## src/hw/rtl/jse_pkg.sv

```systemverilog
// jse_pkg: types, constants and helper functions for the JSON string escaper.
// Used by jse_front, jse_queue, jse_back and json_string_escaper.
`default_nettype none

package jse_pkg;

	localparam int QueueDepth = 2;
	localparam int CpW        = 21;

	typedef struct packed {
		logic [7:0] in_byte;
		logic       end_of_string;
	} in_item_t;

	typedef struct packed {
		logic [7:0] out_byte;
		logic       run_last;
		logic       bad_utf8;
	} out_item_t;

	// escape job handed from front to back
	typedef struct packed {
		logic           is_cp;
		logic           bad;
		logic           esc;
		logic [CpW-1:0] val;
	} job_t;

	localparam logic [7:0] CH_BSL   = 8'h5C;
	localparam logic [7:0] CH_QUOTE = 8'h22;
	localparam logic [7:0] CH_U     = 8'h75;
	localparam logic [7:0] CH_B     = 8'h62;
	localparam logic [7:0] CH_T     = 8'h74;
	localparam logic [7:0] CH_N     = 8'h6E;
	localparam logic [7:0] CH_F     = 8'h66;
	localparam logic [7:0] CH_R     = 8'h72;

	localparam logic [7:0] CTL_BS = 8'h08;
	localparam logic [7:0] CTL_HT = 8'h09;
	localparam logic [7:0] CTL_LF = 8'h0A;
	localparam logic [7:0] CTL_FF = 8'h0C;
	localparam logic [7:0] CTL_CR = 8'h0D;

	localparam logic [6:0] CLS_ASCII = 7'h00;
	localparam logic [6:0] CLS_T80   = 7'h10;
	localparam logic [6:0] CLS_T90   = 7'h40;
	localparam logic [6:0] CLS_TA0   = 7'h20;
	localparam logic [6:0] CLS_BAD   = 7'h08;
	localparam logic [6:0] CLS_L2    = 7'h02;
	localparam logic [6:0] CLS_E0    = 7'h0A;
	localparam logic [6:0] CLS_ED    = 7'h04;
	localparam logic [6:0] CLS_L3    = 7'h03;
	localparam logic [6:0] CLS_F0    = 7'h0B;
	localparam logic [6:0] CLS_L4    = 7'h06;
	localparam logic [6:0] CLS_F4    = 7'h05;

	localparam logic [6:0] MASK_ANY = 7'h70;
	localparam logic [6:0] MASK_ED  = 7'h50;
	localparam logic [6:0] MASK_F4  = 7'h10;
	localparam logic [6:0] MASK_E0  = 7'h20;
	localparam logic [6:0] MASK_F0  = 7'h60;

	function automatic logic [6:0] byte_class(input logic [7:0] b);
		logic [6:0] c;
		priority if (b < 8'h80) c = CLS_ASCII;
		else if (b < 8'h90) c = CLS_T80;
		else if (b < 8'hA0) c = CLS_T90;
		else if (b < 8'hC0) c = CLS_TA0;
		else if (b < 8'hC2) c = CLS_BAD;
		else if (b < 8'hE0) c = CLS_L2;
		else if (b == 8'hE0) c = CLS_E0;
		else if (b == 8'hED) c = CLS_ED;
		else if (b < 8'hF0) c = CLS_L3;
		else if (b == 8'hF0) c = CLS_F0;
		else if (b < 8'hF4) c = CLS_L4;
		else if (b == 8'hF4) c = CLS_F4;
		else c = CLS_BAD;
		return c;
	endfunction

	function automatic logic [7:0] hex_char(input logic [3:0] n);
		return (n < 4'd10) ? (8'h30 + {4'd0, n}) : (8'h57 + {4'd0, n});
	endfunction

endpackage

`default_nettype wire

```

## src/hw/rtl/jse_front.sv

```systemverilog
// jse_front: takes raw bytes, runs the UTF-8 decoder state and turns each complete
// character or malformed byte into an escape job. Depends on jse_pkg.
`default_nettype none

module jse_front import jse_pkg::*; (
	input  wire logic     clk,
	input  wire logic     arst_n,
	input  wire logic     in_valid,
	output logic          in_ready,
	input  wire in_item_t in_item,
	output logic          push_valid,
	input  wire logic     push_ready,
	output job_t          push_job
);

	logic [1:0]     tails_q, tails_d, tails_dec;
	logic [CpW-1:0] accum_q, accum_d, acc_shift;
	logic [6:0]     mask_q, mask_d, cls, lead_mask;
	logic           err_q, err_d, miss, has_job, accept;
	logic [1:0]     lead_cnt;
	logic [7:0]     b, init;

	assign b         = in_item.in_byte;
	assign cls       = byte_class(b);
	assign acc_shift = {accum_q[CpW-7:0], b[5:0]};
	assign miss      = ((cls & mask_q) == 7'd0);
	assign tails_dec = tails_q - 2'd1;
	assign init      = (cls >= 7'h20) ? 8'd0 : ((8'hFF >> cls) & b);
	assign accept    = in_valid && in_ready;
	assign in_ready  = push_ready;
	assign push_valid = in_valid && has_job;

	always_comb begin
		unique case (cls)
			CLS_L2: begin lead_cnt = 2'd1; lead_mask = MASK_ANY; end
			CLS_L3: begin lead_cnt = 2'd2; lead_mask = MASK_ANY; end
			CLS_ED: begin lead_cnt = 2'd2; lead_mask = MASK_ED; end
			CLS_F4: begin lead_cnt = 2'd3; lead_mask = MASK_F4; end
			CLS_L4: begin lead_cnt = 2'd3; lead_mask = MASK_ANY; end
			CLS_E0: begin lead_cnt = 2'd2; lead_mask = MASK_E0; end
			CLS_F0: begin lead_cnt = 2'd3; lead_mask = MASK_F0; end
			default: begin lead_cnt = 2'd0; lead_mask = MASK_ANY; end
		endcase
	end

	always_comb begin
		tails_d  = tails_q;
		accum_d  = accum_q;
		mask_d   = mask_q;
		err_d    = err_q;
		has_job  = 1'b0;
		push_job = '0;
		priority if (tails_q != 2'd0) begin
			accum_d = acc_shift;
			err_d   = err_q | miss;
			mask_d  = MASK_ANY;
			tails_d = tails_dec;
			if (tails_dec == 2'd0) begin
				has_job        = 1'b1;
				push_job.is_cp = 1'b1;
				push_job.bad   = err_q | miss;
				push_job.val   = acc_shift;
				accum_d        = '0;
				mask_d         = '0;
				err_d          = 1'b0;
			end
		end else if (b < 8'h20) begin
			has_job        = 1'b1;
			push_job.esc   = 1'b1;
			push_job.val   = {{(CpW-8){1'b0}}, b};
			unique case (b)
				CTL_BS: push_job.val[7:0] = CH_B;
				CTL_HT: push_job.val[7:0] = CH_T;
				CTL_LF: push_job.val[7:0] = CH_N;
				CTL_FF: push_job.val[7:0] = CH_F;
				CTL_CR: push_job.val[7:0] = CH_R;
				default: begin
					push_job.is_cp = 1'b1;
					push_job.esc   = 1'b0;
				end
			endcase
		end else if (b < 8'h80) begin
			has_job      = 1'b1;
			push_job.esc = (b == CH_BSL) || (b == CH_QUOTE);
			push_job.val = {{(CpW-8){1'b0}}, b};
		end else begin
			if (lead_cnt == 2'd0) begin
				has_job        = 1'b1;
				push_job.is_cp = 1'b1;
				push_job.bad   = 1'b1;
			end else begin
				tails_d = lead_cnt;
				accum_d = {{(CpW-8){1'b0}}, init};
				mask_d  = lead_mask;
				err_d   = 1'b0;
			end
		end
		if (in_item.end_of_string) begin
			tails_d = '0;
			accum_d = '0;
			mask_d  = '0;
			err_d   = 1'b0;
		end
	end

	always_ff @(posedge clk or negedge arst_n) begin
		if (!arst_n) begin
			tails_q <= '0;
			accum_q <= '0;
			mask_q  <= '0;
			err_q   <= 1'b0;
		end else if (accept) begin
			tails_q <= tails_d;
			accum_q <= accum_d;
			mask_q  <= mask_d;
			err_q   <= err_d;
		end
	end

`ifndef SYNTHESIS
	a_idle_clear: assert property (@(posedge clk) disable iff (!arst_n)
		(tails_q == 2'd0) |-> (mask_q == 7'd0 && accum_q == '0 && !err_q))
		else $error("decoder state not clear between sequences");
	a_pending_mask: assert property (@(posedge clk) disable iff (!arst_n)
		(tails_q != 2'd0) |-> (mask_q != 7'd0))
		else $error("tail pending without class mask");
`endif

endmodule

`default_nettype wire

```

## src/hw/rtl/jse_queue.sv

```systemverilog
// jse_queue: short register queue of escape jobs between front and back.
// Depends on jse_pkg.
`default_nettype none

module jse_queue import jse_pkg::*; #(
	parameter int DEPTH = QueueDepth
) (
	input  wire logic clk,
	input  wire logic arst_n,
	input  wire logic push_valid,
	output logic      push_ready,
	input  wire job_t push_job,
	output logic      pop_valid,
	input  wire logic pop_ready,
	output job_t      pop_job
);

	localparam int PtrW = (DEPTH > 1) ? $clog2(DEPTH) : 1;
	localparam int CntW = $clog2(DEPTH + 1);

	job_t            slots_q [DEPTH];
	logic [PtrW-1:0] wr_q, rd_q;
	logic [CntW-1:0] count_q;
	logic            do_push, do_pop;

	assign push_ready = (count_q != CntW'(DEPTH));
	assign pop_valid  = (count_q != '0);
	assign pop_job    = slots_q[rd_q];
	assign do_push    = push_valid && push_ready;
	assign do_pop     = pop_valid && pop_ready;

	always_ff @(posedge clk) begin
		if (do_push) slots_q[wr_q] <= push_job;
	end

	always_ff @(posedge clk or negedge arst_n) begin
		if (!arst_n) begin
			wr_q    <= '0;
			rd_q    <= '0;
			count_q <= '0;
		end else begin
			if (do_push) wr_q <= (wr_q == PtrW'(DEPTH - 1)) ? '0 : wr_q + 1'b1;
			if (do_pop)  rd_q <= (rd_q == PtrW'(DEPTH - 1)) ? '0 : rd_q + 1'b1;
			unique case ({do_push, do_pop})
				2'b10:   count_q <= count_q + 1'b1;
				2'b01:   count_q <= count_q - 1'b1;
				default: count_q <= count_q;
			endcase
		end
	end

`ifndef SYNTHESIS
	a_count_bound: assert property (@(posedge clk) disable iff (!arst_n)
		count_q <= CntW'(DEPTH))
		else $error("queue overfilled");
`endif

endmodule

`default_nettype wire

```

## src/hw/rtl/jse_back.sv

```systemverilog
// jse_back: expands one escape job into its output bytes, one per transfer,
// including the surrogate-pair split. Depends on jse_pkg.
`default_nettype none

module jse_back import jse_pkg::*; (
	input  wire logic clk,
	input  wire logic arst_n,
	input  wire logic pop_valid,
	output logic      pop_ready,
	input  wire job_t pop_job,
	output logic      out_valid,
	input  wire logic out_ready,
	output out_item_t out_item
);

	logic           busy_q, cp_q, bad_q, esc_q, pair_q;
	logic [7:0]     chr_q;
	logic [15:0]    w0_q, w1_q, word;
	logic [3:0]     idx_q, last_idx;
	logic [2:0]     pos;
	logic [CpW-1:0] cp;
	logic           bmp, fire, done, load;
	logic [25:0]    s;
	logic [15:0]    hi, lo;

	assign cp  = pop_job.val;
	assign bmp = (cp <= CpW'(24'hD7FF)) || (cp >= CpW'(24'hE000) && cp <= CpW'(24'hFFFF));
	assign s   = {5'd0, cp} - 26'h0010000;
	assign hi  = s[25:10] + 16'hD800;
	assign lo  = {6'b110111, s[9:0]};

	assign last_idx  = cp_q ? (pair_q ? 4'd11 : 4'd5) : (esc_q ? 4'd1 : 4'd0);
	assign out_valid = busy_q;
	assign fire      = busy_q && out_ready;
	assign done      = fire && (idx_q == last_idx);
	assign pop_ready = !busy_q || done;
	assign load      = pop_valid && pop_ready;

	always_comb begin
		if (idx_q >= 4'd6) begin
			pos  = 3'(idx_q - 4'd6);
			word = w1_q;
		end else begin
			pos  = idx_q[2:0];
			word = w0_q;
		end
		out_item.run_last = (idx_q == last_idx);
		out_item.bad_utf8 = bad_q;
		if (!cp_q) begin
			out_item.out_byte = (esc_q && idx_q == 4'd0) ? CH_BSL : chr_q;
		end else begin
			unique case (pos)
				3'd0:    out_item.out_byte = CH_BSL;
				3'd1:    out_item.out_byte = CH_U;
				3'd2:    out_item.out_byte = hex_char(word[15:12]);
				3'd3:    out_item.out_byte = hex_char(word[11:8]);
				3'd4:    out_item.out_byte = hex_char(word[7:4]);
				3'd5:    out_item.out_byte = hex_char(word[3:0]);
				default: out_item.out_byte = CH_BSL;
			endcase
		end
	end

	always_ff @(posedge clk) begin
		if (load) begin
			cp_q   <= pop_job.is_cp;
			bad_q  <= pop_job.bad;
			esc_q  <= pop_job.esc;
			chr_q  <= pop_job.val[7:0];
			pair_q <= !bmp;
			w0_q   <= bmp ? cp[15:0] : hi;
			w1_q   <= lo;
		end
	end

	always_ff @(posedge clk or negedge arst_n) begin
		if (!arst_n) begin
			busy_q <= 1'b0;
			idx_q  <= '0;
		end else if (load) begin
			busy_q <= 1'b1;
			idx_q  <= '0;
		end else if (done) begin
			busy_q <= 1'b0;
		end else if (fire) begin
			idx_q <= idx_q + 4'd1;
		end
	end

`ifndef SYNTHESIS
	a_idx_bound: assert property (@(posedge clk) disable iff (!arst_n)
		busy_q |-> (idx_q <= last_idx))
		else $error("byte index past end of escape");
	a_char_clean: assert property (@(posedge clk) disable iff (!arst_n)
		(busy_q && !cp_q) |-> !bad_q)
		else $error("plain character flagged as malformed");
`endif

endmodule

`default_nettype wire

```

## src/hw/rtl/json_string_escaper.sv

```systemverilog
// Path: the queue registers each job, then the back end loads it and drives the output.
// Throughput: one input byte per cycle while out_ready is high and each yields at most
// one output byte; otherwise set by the back-end byte sequencer: one output byte per
// cycle while out_ready is high (1, 2, 6 or 12 per job). Lead and pending tail bytes give no output.
// Reset: asynchronous, active low; decoder state, queue and back-end clear at once.
// json_string_escaper: top level; depends on jse_pkg, jse_front, jse_queue, jse_back.
`default_nettype none

module json_string_escaper import jse_pkg::*; #(
	parameter int QUEUE_DEPTH = QueueDepth
) (
	input  wire logic      clk,
	input  wire logic      arst_n,
	input  wire logic      in_valid,
	output logic           in_ready,
	input  wire in_item_t  in_item,
	output logic           out_valid,
	input  wire logic      out_ready,
	output out_item_t      out_item
);

	logic push_valid, push_ready, pop_valid, pop_ready;
	job_t push_job, pop_job;

	jse_front u_front (
		.clk        (clk),
		.arst_n     (arst_n),
		.in_valid   (in_valid),
		.in_ready   (in_ready),
		.in_item    (in_item),
		.push_valid (push_valid),
		.push_ready (push_ready),
		.push_job   (push_job)
	);

	jse_queue #(.DEPTH(QUEUE_DEPTH)) u_queue (
		.clk        (clk),
		.arst_n     (arst_n),
		.push_valid (push_valid),
		.push_ready (push_ready),
		.push_job   (push_job),
		.pop_valid  (pop_valid),
		.pop_ready  (pop_ready),
		.pop_job    (pop_job)
	);

	jse_back u_back (
		.clk       (clk),
		.arst_n    (arst_n),
		.pop_valid (pop_valid),
		.pop_ready (pop_ready),
		.pop_job   (pop_job),
		.out_valid (out_valid),
		.out_ready (out_ready),
		.out_item  (out_item)
	);

endmodule

`default_nettype wire
```

## config.mk

```make
export PLATFORM = sky130hd
export DESIGN_NAME = json_string_escaper
export DESIGN_NICKNAME = d
export VERILOG_FILES = /design/src/hw/rtl/jse_pkg.sv /design/src/hw/rtl/jse_front.sv /design/src/hw/rtl/jse_queue.sv /design/src/hw/rtl/jse_back.sv /design/src/hw/rtl/json_string_escaper.sv
export SDC_FILE = /design/constraint.sdc
export NUM_CORES = 1
export LEC_CHECK = 0
export ABC_AREA = 1
export BUFFER_PORTS_ARGS = -buffer_cell sky130_fd_sc_hd__buf_2
export CAP_MARGIN = 20
export CORE_ASPECT_RATIO = 0.5
export CORE_UTILIZATION = 57
export CTS_CLUSTER_DIAMETER = 50
export DETAILED_ROUTE_END_ITERATION = 8
export PLACE_DENSITY = 0.74
export SLEW_MARGIN = 20
export SYNTH_ARGS = -nofsm -noshare
export SYNTH_HDL_FRONTEND = slang
export SYNTH_SLANG_ARGS = --single-unit
```

## constraint.sdc

```tcl
create_clock -name clk -period 4.2 [get_ports clk]
set_input_delay 0.21 -clock clk [delete_from_list [all_inputs] [get_ports clk]]
set_output_delay 0.21 -clock clk [all_outputs]
set_load 0.02 [all_outputs]
```

## After elaboration in Yosys (flattened, before gate mapping)

Memories as Yosys holds them, arrays and structs flattened.
Cells that the tools add are included.

| cells by class | value |
|---|---|
| add/sub/neg operators | 17 |
| shifts and indexed selects | 1 |
| equal/unequal tests | 31 |
| bitwise gates (word level) | 3 |
| magnitude comparators | 18 |
| mux-type cells | 80 |
| reduce and logical (&&, ||, !) cells | 27 |

Operators by type and width:

| operator | number |
|---|---|
| two-way mux 7 bit | 17 |
| two-way mux 15 bit | 6 |
| case mux 8 bit (5 select lines) | 2 |
| < comparator 8 bit (second input constant) | 8 |
| two-way mux 8 bit | 7 |
| two-way mux 22 bit | 2 |
| <= comparator 21 x 16 -> 1 bit (second input constant) | 2 |
| two-way mux 21 bit | 2 |
| equality test 8 x 4 -> 1 bit (second input constant) | 5 |
| adder 7 x 4 -> 8 bit (first input constant) | 4 |
| equality test 8 bit (second input constant) | 4 |
| two-way mux 16 bit | 2 |
| adder 6 x 4 -> 7 bit (first input constant) | 4 |
| case mux 7 bit (4 select lines) | 1 |
| two-way mux 4 bit | 6 |
| two-way mux 1 bit | 23 |
| subtractor 21 x 17 -> 22 bit (second input constant) | 1 |
| equality test 7 x 3 -> 1 bit (second input constant) | 3 |
| >= comparator 21 x 16 -> 1 bit (second input constant) | 1 |
| two-way mux 2 bit | 9 |
| adder 16 bit (second input constant) | 1 |
| < comparator 4 bit (second input constant) | 4 |
| equality test 7 x 2 -> 1 bit (second input constant) | 2 |
| equality test 7 x 4 -> 1 bit (second input constant) | 2 |
| 37 further kinds | 59 |

| storage, ports and cells | value |
|---|---|
| RAM bits | 48 |
| memories | 1 |
| output and inout bits | 12 |
| word-level logic and storage cells | 194 |
| register bits after elaboration | 72 |

Memory list:

| memory | depth | width | read ports | clocked after Yosys merged registers in | wr ports | line | text |
|---|---|---|---|---|---|---|---|
| u_queue.slots_q | 2 | 24 | 1 | 0 | 1 | jse_queue.sv:21 | `job_t slots_q [DEPTH];` |

## Longest topological paths before layout

Gate-level depths: netlist of run 1.

| logic depth | value |
|---|---|
| depth in word-level cells | 25 |
| mapped depth | 17 |
| depth with buffers taken out | 16 |

## Hierarchy

Synthesis of run 1 repeated with hierarchy kept, for this count alone.

| second synthesis, totals | value |
|---|---|
| cells, all modules | 835 |
| area total of the unflattened synthesis | 6,573.8 µm² |

By module, submodules not included:

| module | instances | cells an instance | seq. area each (µm²) | area each (µm²) |
|---|---|---|---|---|
| jse_back | 1 | 388 | 1,026.0 | 2,822.7 |
| jse_queue | 1 | 155 | 1,541.5 | 2,011.9 |
| jse_front | 1 | 292 | 525.5 | 1,739.2 |

## Least setup slack after synthesis of run 1

No wires, ideal clock.

| timing path | value |
|---|---|
| path type | register to register |
| from | register u_back.idx_q[0] |
| to | register u_queue.count_q[1] |
| buffers on the path | 0 |
| arrival time | 2,484 ps |
| cell stages (with the launch flop) | 12 |
| required time | 4,076 ps |
| setup time | 124 ps |
| slack | 1,592 ps |
| cells stage by stage | dfrtp_1 -> inv_1 -> nor2_1 -> o21ai_0 -> nand3_1 -> nand2_1 -> nand3b_1 -> inv_1 -> ha_1 -> a21oi_1 -> o21ai_0 -> xnor2_1 |

| between the ends | value |
|---|---|
| longest elaborated chain between the ends | 6 |
| elaborated cells on any way between the ends | 8 |

Ends and longest elaborated chain:

| what | line | text |
|---|---|---|
| start, declared | jse_back.sv:19 | `logic [3:0] idx_q, last_idx;` |
| start signal, assigned | jse_back.sv:86 | `idx_q <= idx_q + 4'd1;` |
| equality test 4 bit (*) | jse_back.sv:35 | `assign done = fire && (idx_q == last_idx);` |
| logical AND 1 bit (*) | jse_back.sv:35 |  |
| logical OR 1 bit (*) | jse_back.sv:36 | `assign pop_ready = !busy_q \|\| done;` |
| logical AND 1 bit (*) | -- |  |
| named net u_back.load | jse_back.sv:22 | `logic bmp, fire, done, load;` |
| equality test 2 x 1 -> 1 bit or equality test 2 bit (tied branches) | jse_queue.sv:44 | `unique case ({do_push, do_pop})` |
| case mux 2 bit (2 select lines) or nonzero test 2 bit (tied branches) | -- |  |
| end signal, assigned | jse_queue.sv:45 | `2'b10: count_q <= count_q + 1'b1;` |
| end signal, assigned | jse_queue.sv:46 | `2'b01: count_q <= count_q - 1'b1;` |
| end signal, assigned | jse_queue.sv:47 | `default: count_q <= count_q;` |
| end, declared | jse_queue.sv:23 | `logic [CntW-1:0] count_q;` |

Mark *: on every way through the listed nets, which the timed path passes. The rest lies on a longest branch.
A chain may end at the register's enable or synchronous reset.

==> metrics, run 1 <==
Final TNS setup=0 ps; Worst VDD drop=around 0.00031 V; port buffer count=24; CP endpoint kind=output pin; Synthesis Warnings=0; area share of the largest cell type after synthesis=a little under two fifths; Yosys reg bits=between 100 and 150; TritonCTS buffer count=9; CP Max Fanout=16; Pwr Density=670.4 nW/um2; syn nets=approximately 800; most frequent cells in the layout=239 x nand2_1, 85 x inv_1, 85 x nor2_1; Final setup viols=0; Adder-Cell Fraction of Synth Area=around 2.0%; drt pass-1 iters=5; endpoints failing hold=0; share of layout cells above drive strength 1=approximately 12%; Clock Sinks=108; DR vias/cell=approximately 5.4; clk_skew=between 7 and 8 ps; I/O pin total=25; CTS tree=built; Die W=approximately 150 um; asr flop ratio synth=27.78%; Global Route Usage Sum=25.28%; first-pass GRT wire length=22450 um; via count=5054; Worst EP required=approximately 4000 ps; max_cap viols=0; Leakage=2.981 nW; fin crit share=80.63%; DIE AREA=approximately 11000 um2; post-synthesis sequential area ratio=49.44%; Post-DRT Antenna Nets=0; CTS resizes=0; Slew Limit Fails=0; Reg clk slew, reported paths=roughly 70 ps; min Tclk post-route=3386 ps; DRC viols=0; Rel. slew slack=between 30 and 40%; largest cells by area after synthesis=edfxtp_1 37%, nand2_1 14%, dfrtp_1 12%, nor2_1 5.2%, inv_1 5.1%; Synth Area in Simple Gates=between 30% and 40%; commonest non-fill, non-tap cell in the layout=nand2_1; vias in the first global route=4671; Area growth syn-to-layout=7.940%; core area=10440 um2; Vert. Die Dim=76.08 um; Post-Syn Area=between 6000 and 7000 um2; Row Count=26; Nets=a little over 800; worst-skew pair later-pin latency=around 350 ps; FILL cells=around 900; Remaining Overflow, GRT=0; max frequency=between 200 and 300 MHz; Synth Instances=around 770; top cell type by total area after synthesis=edfxtp_1; Worst-Margin Slew=around 930 ps; number of antenna diodes=0; Setup crit start kind=flip-flop; largest family of logic cells by synthesized area=simple AND/OR/NAND/NOR gates; hpwl dp=about 10000 um; status=finished clean; crit path DAT=3180 ps; routed len/inst=about 14 um; mux contribution to synthesized area=0%; Placer Congestion=between 0.9 and 1; initial antenna violation count=0; ys flop type=edfxtp_1; Compound-Gate Fraction of Synth Area=approximately 9%; Post-synth EDFFs=78; CTS max path bufs=2; initial cell density of the core=between 50 and 60%; Synth Area in XOR/XNOR=less than 1%; DRT iter0 DRCs=about 340; Hold/Removal Path Class=primary input to flip-flop; syn avg cell area=a little over 8 um2; Yosys cell types=between 40 and 50; CP Class=flip-flop to output pin; CTS Root Cell=clkbuf_16; pin count of the biggest net entering global routing=40; unrepaired setup endpoints after global routing=false; H-tree depth=3; Total Routed Length=approximately 13000 um; placed cell count=between 900 and 1k; Finished Layout Cells=940
path summary, 6_finish.rpt:
check / slack (ps) / start / cells past startpoint / endpoint
max: 810 / u_back.idx_q[0]$_DFFE_PN0P_ / 11 / out_item[6]
min: 170 / in_item[1] / 3 / u_front.accum_q[0]$_DFFE_PN0P_
max reg2reg: 1160 / u_queue.rd_q$_DFFE_PN0P_ / 12 / u_back.w0_q[14]$_DFFE_PP_
min reg2reg: 480 / u_queue.wr_q$_DFFE_PN0P_ / 2 / u_queue.wr_q$_DFFE_PN0P_
max in group asynchronous: 3260 / arst_n / 2 / u_back.idx_q[1]$_DFFE_PN0P_
min in group asynchronous: 470 / arst_n / 2 / u_front.accum_q[13]$_DFFE_PN0P_
power breakdown:
part           total, W  switching, W  leakage [nW]  internal [W]
Sequential      0.00165      0.000170          1.11       0.00148
Clock          0.000860      0.000382         0.156      0.000478
Combinational   0.00202       0.00140          1.71      0.000616
through the flow:
stage | hold slack (ps) | power (W) | cell area, um2 | worst slack (ps) | util, %
after floorplan | -85.59 | 0.003237 | 6256 | 1592 | -
after global placement | 305.6 | 0.003626 | 6432 | 1228 | 61.60
after detailed placement | 309.9 | 0.003674 | 6432 | 1173 | 61.60
after CTS | 165.3 | 0.004533 | 6753 | 813.4 | 64.67
after global routing | 221.8 | 0.004900 | 6753 | 534.8 | 64.67
final | 174.6 | 0.004527 | 6753 | 813.7 | 64.67
final cells by class:
type,count,area [um2],area share (%)
sequential,108,3093,45.80
multi-input combinational,554,2670,39.54
inverter,95,359.1,5.318
clock buffer,12,277.8,4.113
tap,140,175.2,2.594
timing repair buffer,27,145.1,2.149
clock inverter,4,32.53,0.4817
metal layers:
layer / GRT usage, % / part of all wire [%]
met5: 0 / 0
met4: 7.172 / 1.5
met3: 4.431 / 4.6
met2: 39.95 / 45
met1: 35.90 / 49
timing repair:
action / in CTS / in global routing
endpoints found under the hold margin: 30 / 0
hold buffers: 1 / 0
buffers inserted: 0 / 0
flip-flops by register name, indices dropped and copies added, names as in the netlist:
register,count
u_queue.slots_q,48
u_back.w0_q,16
u_front.accum_q,15
u_back.chr_q,7
u_back.idx_q,4
u_back.w1_q,3
u_front.mask_q,3
u_front.tails_q,2
u_queue.count_q,2
u_back.bad_q,1
u_back.cp_q,1
u_back.esc_q,1
u_back.out_valid,1
u_back.pair_q,1
u_front.err_q,1
u_queue.rd_q,1
u_queue.wr_q,1
synth_stat cells, drive strengths merged, types with 2 or more instances:
| cell type | instances |
|---|---|
| buf | 15 |
| o21ai | 67 |
| nand2 | 248 |
| a21oi | 15 |
| clkbuf | 2 |
| dfrtp | 30 |
| and2 | 2 |
| a31oi | 4 |
| inv | 94 |
| edfxtp | 78 |
| nor3 | 6 |
| nand3 | 56 |
| nor2 | 98 |
| ha | 10 |
| or2 | 13 |
| nand4 | 12 |
| xnor2 | 3 |
| o211ai | 4 |
| xor2 | 4 |
| nand3b | 4 |
critical path, stage by stage (launching register included):
cell and delay, ps:
dfrtp_1 500, inv_1 210, ha_1 260, nand3_1 80
nand2_1 280, nand2_1 180, o21ai_0 220, nor3_1 470
o21ai_0 230, nand2_1 120, o22a_1 140, buf_2 160
logic make-up (layout without fill, tap and decap cells):
group	Yosys count	after routing
flops	108	108
compound gates	97	97
xor+xnor	7	7
fa+ha+maj	10	10
buf+inv	112	138
simple gates	440	440
No activity file was read; power rests on OpenSTA's default activity.
==> run 2, diff against run 1 <==
--- a/config.mk
+++ b/config.mk
@@ -9,10 +9,10 @@
 export BUFFER_PORTS_ARGS = -buffer_cell sky130_fd_sc_hd__buf_2
 export CAP_MARGIN = 20
 export CORE_ASPECT_RATIO = 0.5
-export CORE_UTILIZATION = 57
+export CORE_UTILIZATION = 56
 export CTS_CLUSTER_DIAMETER = 50
 export DETAILED_ROUTE_END_ITERATION = 8
-export PLACE_DENSITY = 0.74
+export PLACE_DENSITY = 0.76
 export SLEW_MARGIN = 20
 export SYNTH_ARGS = -nofsm -noshare
 export SYNTH_HDL_FRONTEND = slang
==> constraint.sdc (replaced) <==
create_clock -name clk -period 3 [get_ports clk]
set_input_delay 0.15 -clock clk [delete_from_list [all_inputs] [get_ports clk]]
set_output_delay 0.15 -clock clk [all_outputs]
set_load 0.02 [all_outputs]
==> metrics, run 2 (synthesis results as in run 1) <==
status=finished clean (unchanged); CTS max path bufs=2 (unchanged); Post-DRT Antenna Nets=0 (unchanged); DR vias/cell=5.408 (was 5.377); Area growth syn-to-layout=9.760% (was 7.940%); Reg clk slew, reported paths=70 ps (about the same); hold depth=3 (unchanged); Slew Limit Fails=0 (unchanged); origin of the worst setup path=u_back.idx_q[0]$_DFFE_PN0P_ (unchanged); drt pass-1 iters=5 (unchanged); register area=3094 um2 (was 3093 um2); final instance area=6867 um2 (was 6753 um2); DIE AREA=11620 um2 (was 11420 um2); area of the multi-input gates=2704 um2 (was 2670 um2); initial cell density of the core=59.35% (was 59.91%); Remaining Overflow, GRT=0 (unchanged); top flop regs=u_queue.slots_q: 48 flops, u_back.w0_q: 16 flops, u_front.accum_q: 15 flops (unchanged); Final TNS setup=0 ps (unchanged); Rel. slew slack=49.88% (was 37.97%); first-pass GRT wire length=22650 um (was 22450 um); initial antenna violation count=0 (unchanged); Vert. Die Dim=76.74 um (was 76.08 um); Row Count=26 (unchanged); post-place setup slack=247.1 ps (was 1173 ps); endpoints failing hold=0 (unchanged); TritonCTS buffer count=9 (unchanged); H-tree depth=3 (unchanged); max_cap viols=0 (unchanged); share of layout cells above drive strength 1=14.32% (was 12.25%); cells on worst reg2reg path=11 (was 12); Worst EP required=2850 ps (was 3990 ps); max FFs per register=48 (unchanged); CP Class=flip-flop to output pin (unchanged); CP Max Fanout=14 (was 16); via count=5138 (was 5054); pin count of the biggest net entering global routing=33 (was 40); CP delay by family, top=simple AND/OR/NAND/NOR gates (unchanged); vias in the first global route=4746 (was 4671); Final setup viols=0 (unchanged); max incr delay on CP=430 ps (was 500 ps); unrepaired setup endpoints after global routing=false (unchanged); Pwr Density=949.9 nW/um2 (was 670.4 nW/um2); Critical Path Stages=14 (was 11); Die W=151.5 um (was 150.2 um); Placer Congestion=0.9826 (was 0.9612); worst-skew pair later-pin latency=350 ps (about the same); commonest non-fill, non-tap cell in the layout=nand2_1 (unchanged); most frequent cells in the layout=237 x nand2_1, 85 x nor2_1, 84 x inv_1 (was 239 x nand2_1, 85 x inv_1, 85 x nor2_1); FILL cells=900 (was 901); WP buf/inv=3 (was 2); port buffer count=24 (unchanged); Worst-Margin Slew=749.0 ps (was 929.4 ps); fin crit share=a little over 90%; HP Start=in_item[1] (unchanged); clk_skew=10.21 ps (was 7.776 ps); CP endpoint kind=output pin (unchanged); routed len/inst=14.03 um (was 14.35 um); Total Routed Length=13330 um (was 13490 um); Nets=829 (was 818); I/O pin total=25 (unchanged); crit path DAT=2650 ps (was 3180 ps); min Tclk post-route=2798 ps; DRC viols=0 (unchanged); core area=10540 um2 (was 10440 um2); CTS Root Cell=clkbuf_16 (unchanged); Reg2Reg Launch Point=u_back.idx_q[2]$_DFFE_PN0P_ (was u_queue.rd_q$_DFFE_PN0P_); Global Route Usage Sum=25.05% (was 25.28%); Placement Cell Area=6492 um2 (was 6432 um2); Setup crit start kind=flip-flop (unchanged); Leakage=3.027 nW (was 2.981 nW); Largest Register=u_queue.slots_q (unchanged); Clock Sinks=108 (unchanged); CTS tree=built (unchanged); post-route worst setup slack=202.4 ps (was 813.7 ps); Worst VDD drop=0.0003818 V (was 0.0003065 V); number of antenna diodes=0 (unchanged); max frequency=357.4 MHz; DRT iter0 DRCs=391 (was 336); crit-path cells=inv_2 > ha_1 > inv_1 > nand2_1 > nand2_4 > or2_1 > o21ai_0 > ha_2 > nor2_1 > o21ai_0 > nand2_1 > o21ai_0 > nand2_1 > buf_2 (was inv_1 > ha_1 > nand3_1 > nand2_1 > nand2_1 > o21ai_0 > nor3_1 > o21ai_0 > nand2_1 > o22a_1 > buf_2); slowest CP cell=dfrtp_2 (was dfrtp_1); Hold/Removal Path Class=primary input to flip-flop (unchanged); hpwl dp=9944 um (was 10280 um)
run 2: what timing repair did:
action | CTS | global route
hold buffers | 1 | 0
endpoints found under the hold margin | 30 | 0
gates resized for setup | 3 | 14
setup endpoints to repair | 6 | 6
buffers inserted | 0 | 3
pin swaps | 0 | 3
run 2: final timing paths:
kind	endpoint	slack, ps
worst max-delay path	out_item[3]	200
worst min-delay path	u_front.accum_q[0]$_DFFE_PN0P_	120
worst max register to register	u_queue.count_q[1]$_DFFE_PN0P_	700
worst min register to register	u_queue.wr_q$_DFFE_PN0P_	470
max in group asynchronous	u_back.idx_q[0]$_DFFE_PN0P_	2110
min in group asynchronous	u_front.tails_q[1]$_DFFE_PN0P_	400
run 2: cell type report:
cell class	count	share of cell area [%]
tap	140	2.551
timing repair buffer	38	3.316
inverter	95	5.230
multi-input combinational	554	39.38
clock inverter	4	1.075
clock buffer	11	3.389
sequential	108	45.06
run 2: worst reg2reg max path, cell delays in order, from the launching register on:
cell,delay [ps]
dfrtp_1,440
inv_1,130
nand2_2,130
o21ai_0,240
nand3_1,130
nand2_1,100
nand3b_1,230
inv_1,160
ha_1,260
a21oi_1,120
o21ai_0,110
xnor2_1,130
run 2: routing by layer:
| metal | up-vias | track usage [%] | wire length (um) |
|---|---|---|---|
| met5 | - | 0 | 0 |
| met4 | 0 | 7.000 | 238 |
| met3 | 30 | 4.821 | 758 |
| met2 | 163 | 38.31 | 5871 |
| met1 | 2352 | 36.24 | 6461 |
| li1 | 2593 | - | - |
run 2: power breakdown:
group	switching (W)	internal [W]	total, W
clock	0.000505	0.000729	0.00123
sequential	0.000181	0.00208	0.00226
combinational	0.00206	0.000971	0.00303
total	0.00275	0.00378	0.00652
run 2: per-stage QoR:
step / power [W] / cells / utilization, % / hold slack (ps)
floorplan: 0.004531 / 774 / - / -145.6
global placement: 0.005123 / 931 / 61.60 / 243.2
detailed placement: 0.005183 / 931 / 61.60 / 262.0
CTS: 0.006435 / 947 / 64.65 / 111.1
global route: 0.007051 / 950 / 65.15 / 121.4
finish: 0.006522 / 950 / 65.15 / 119.6
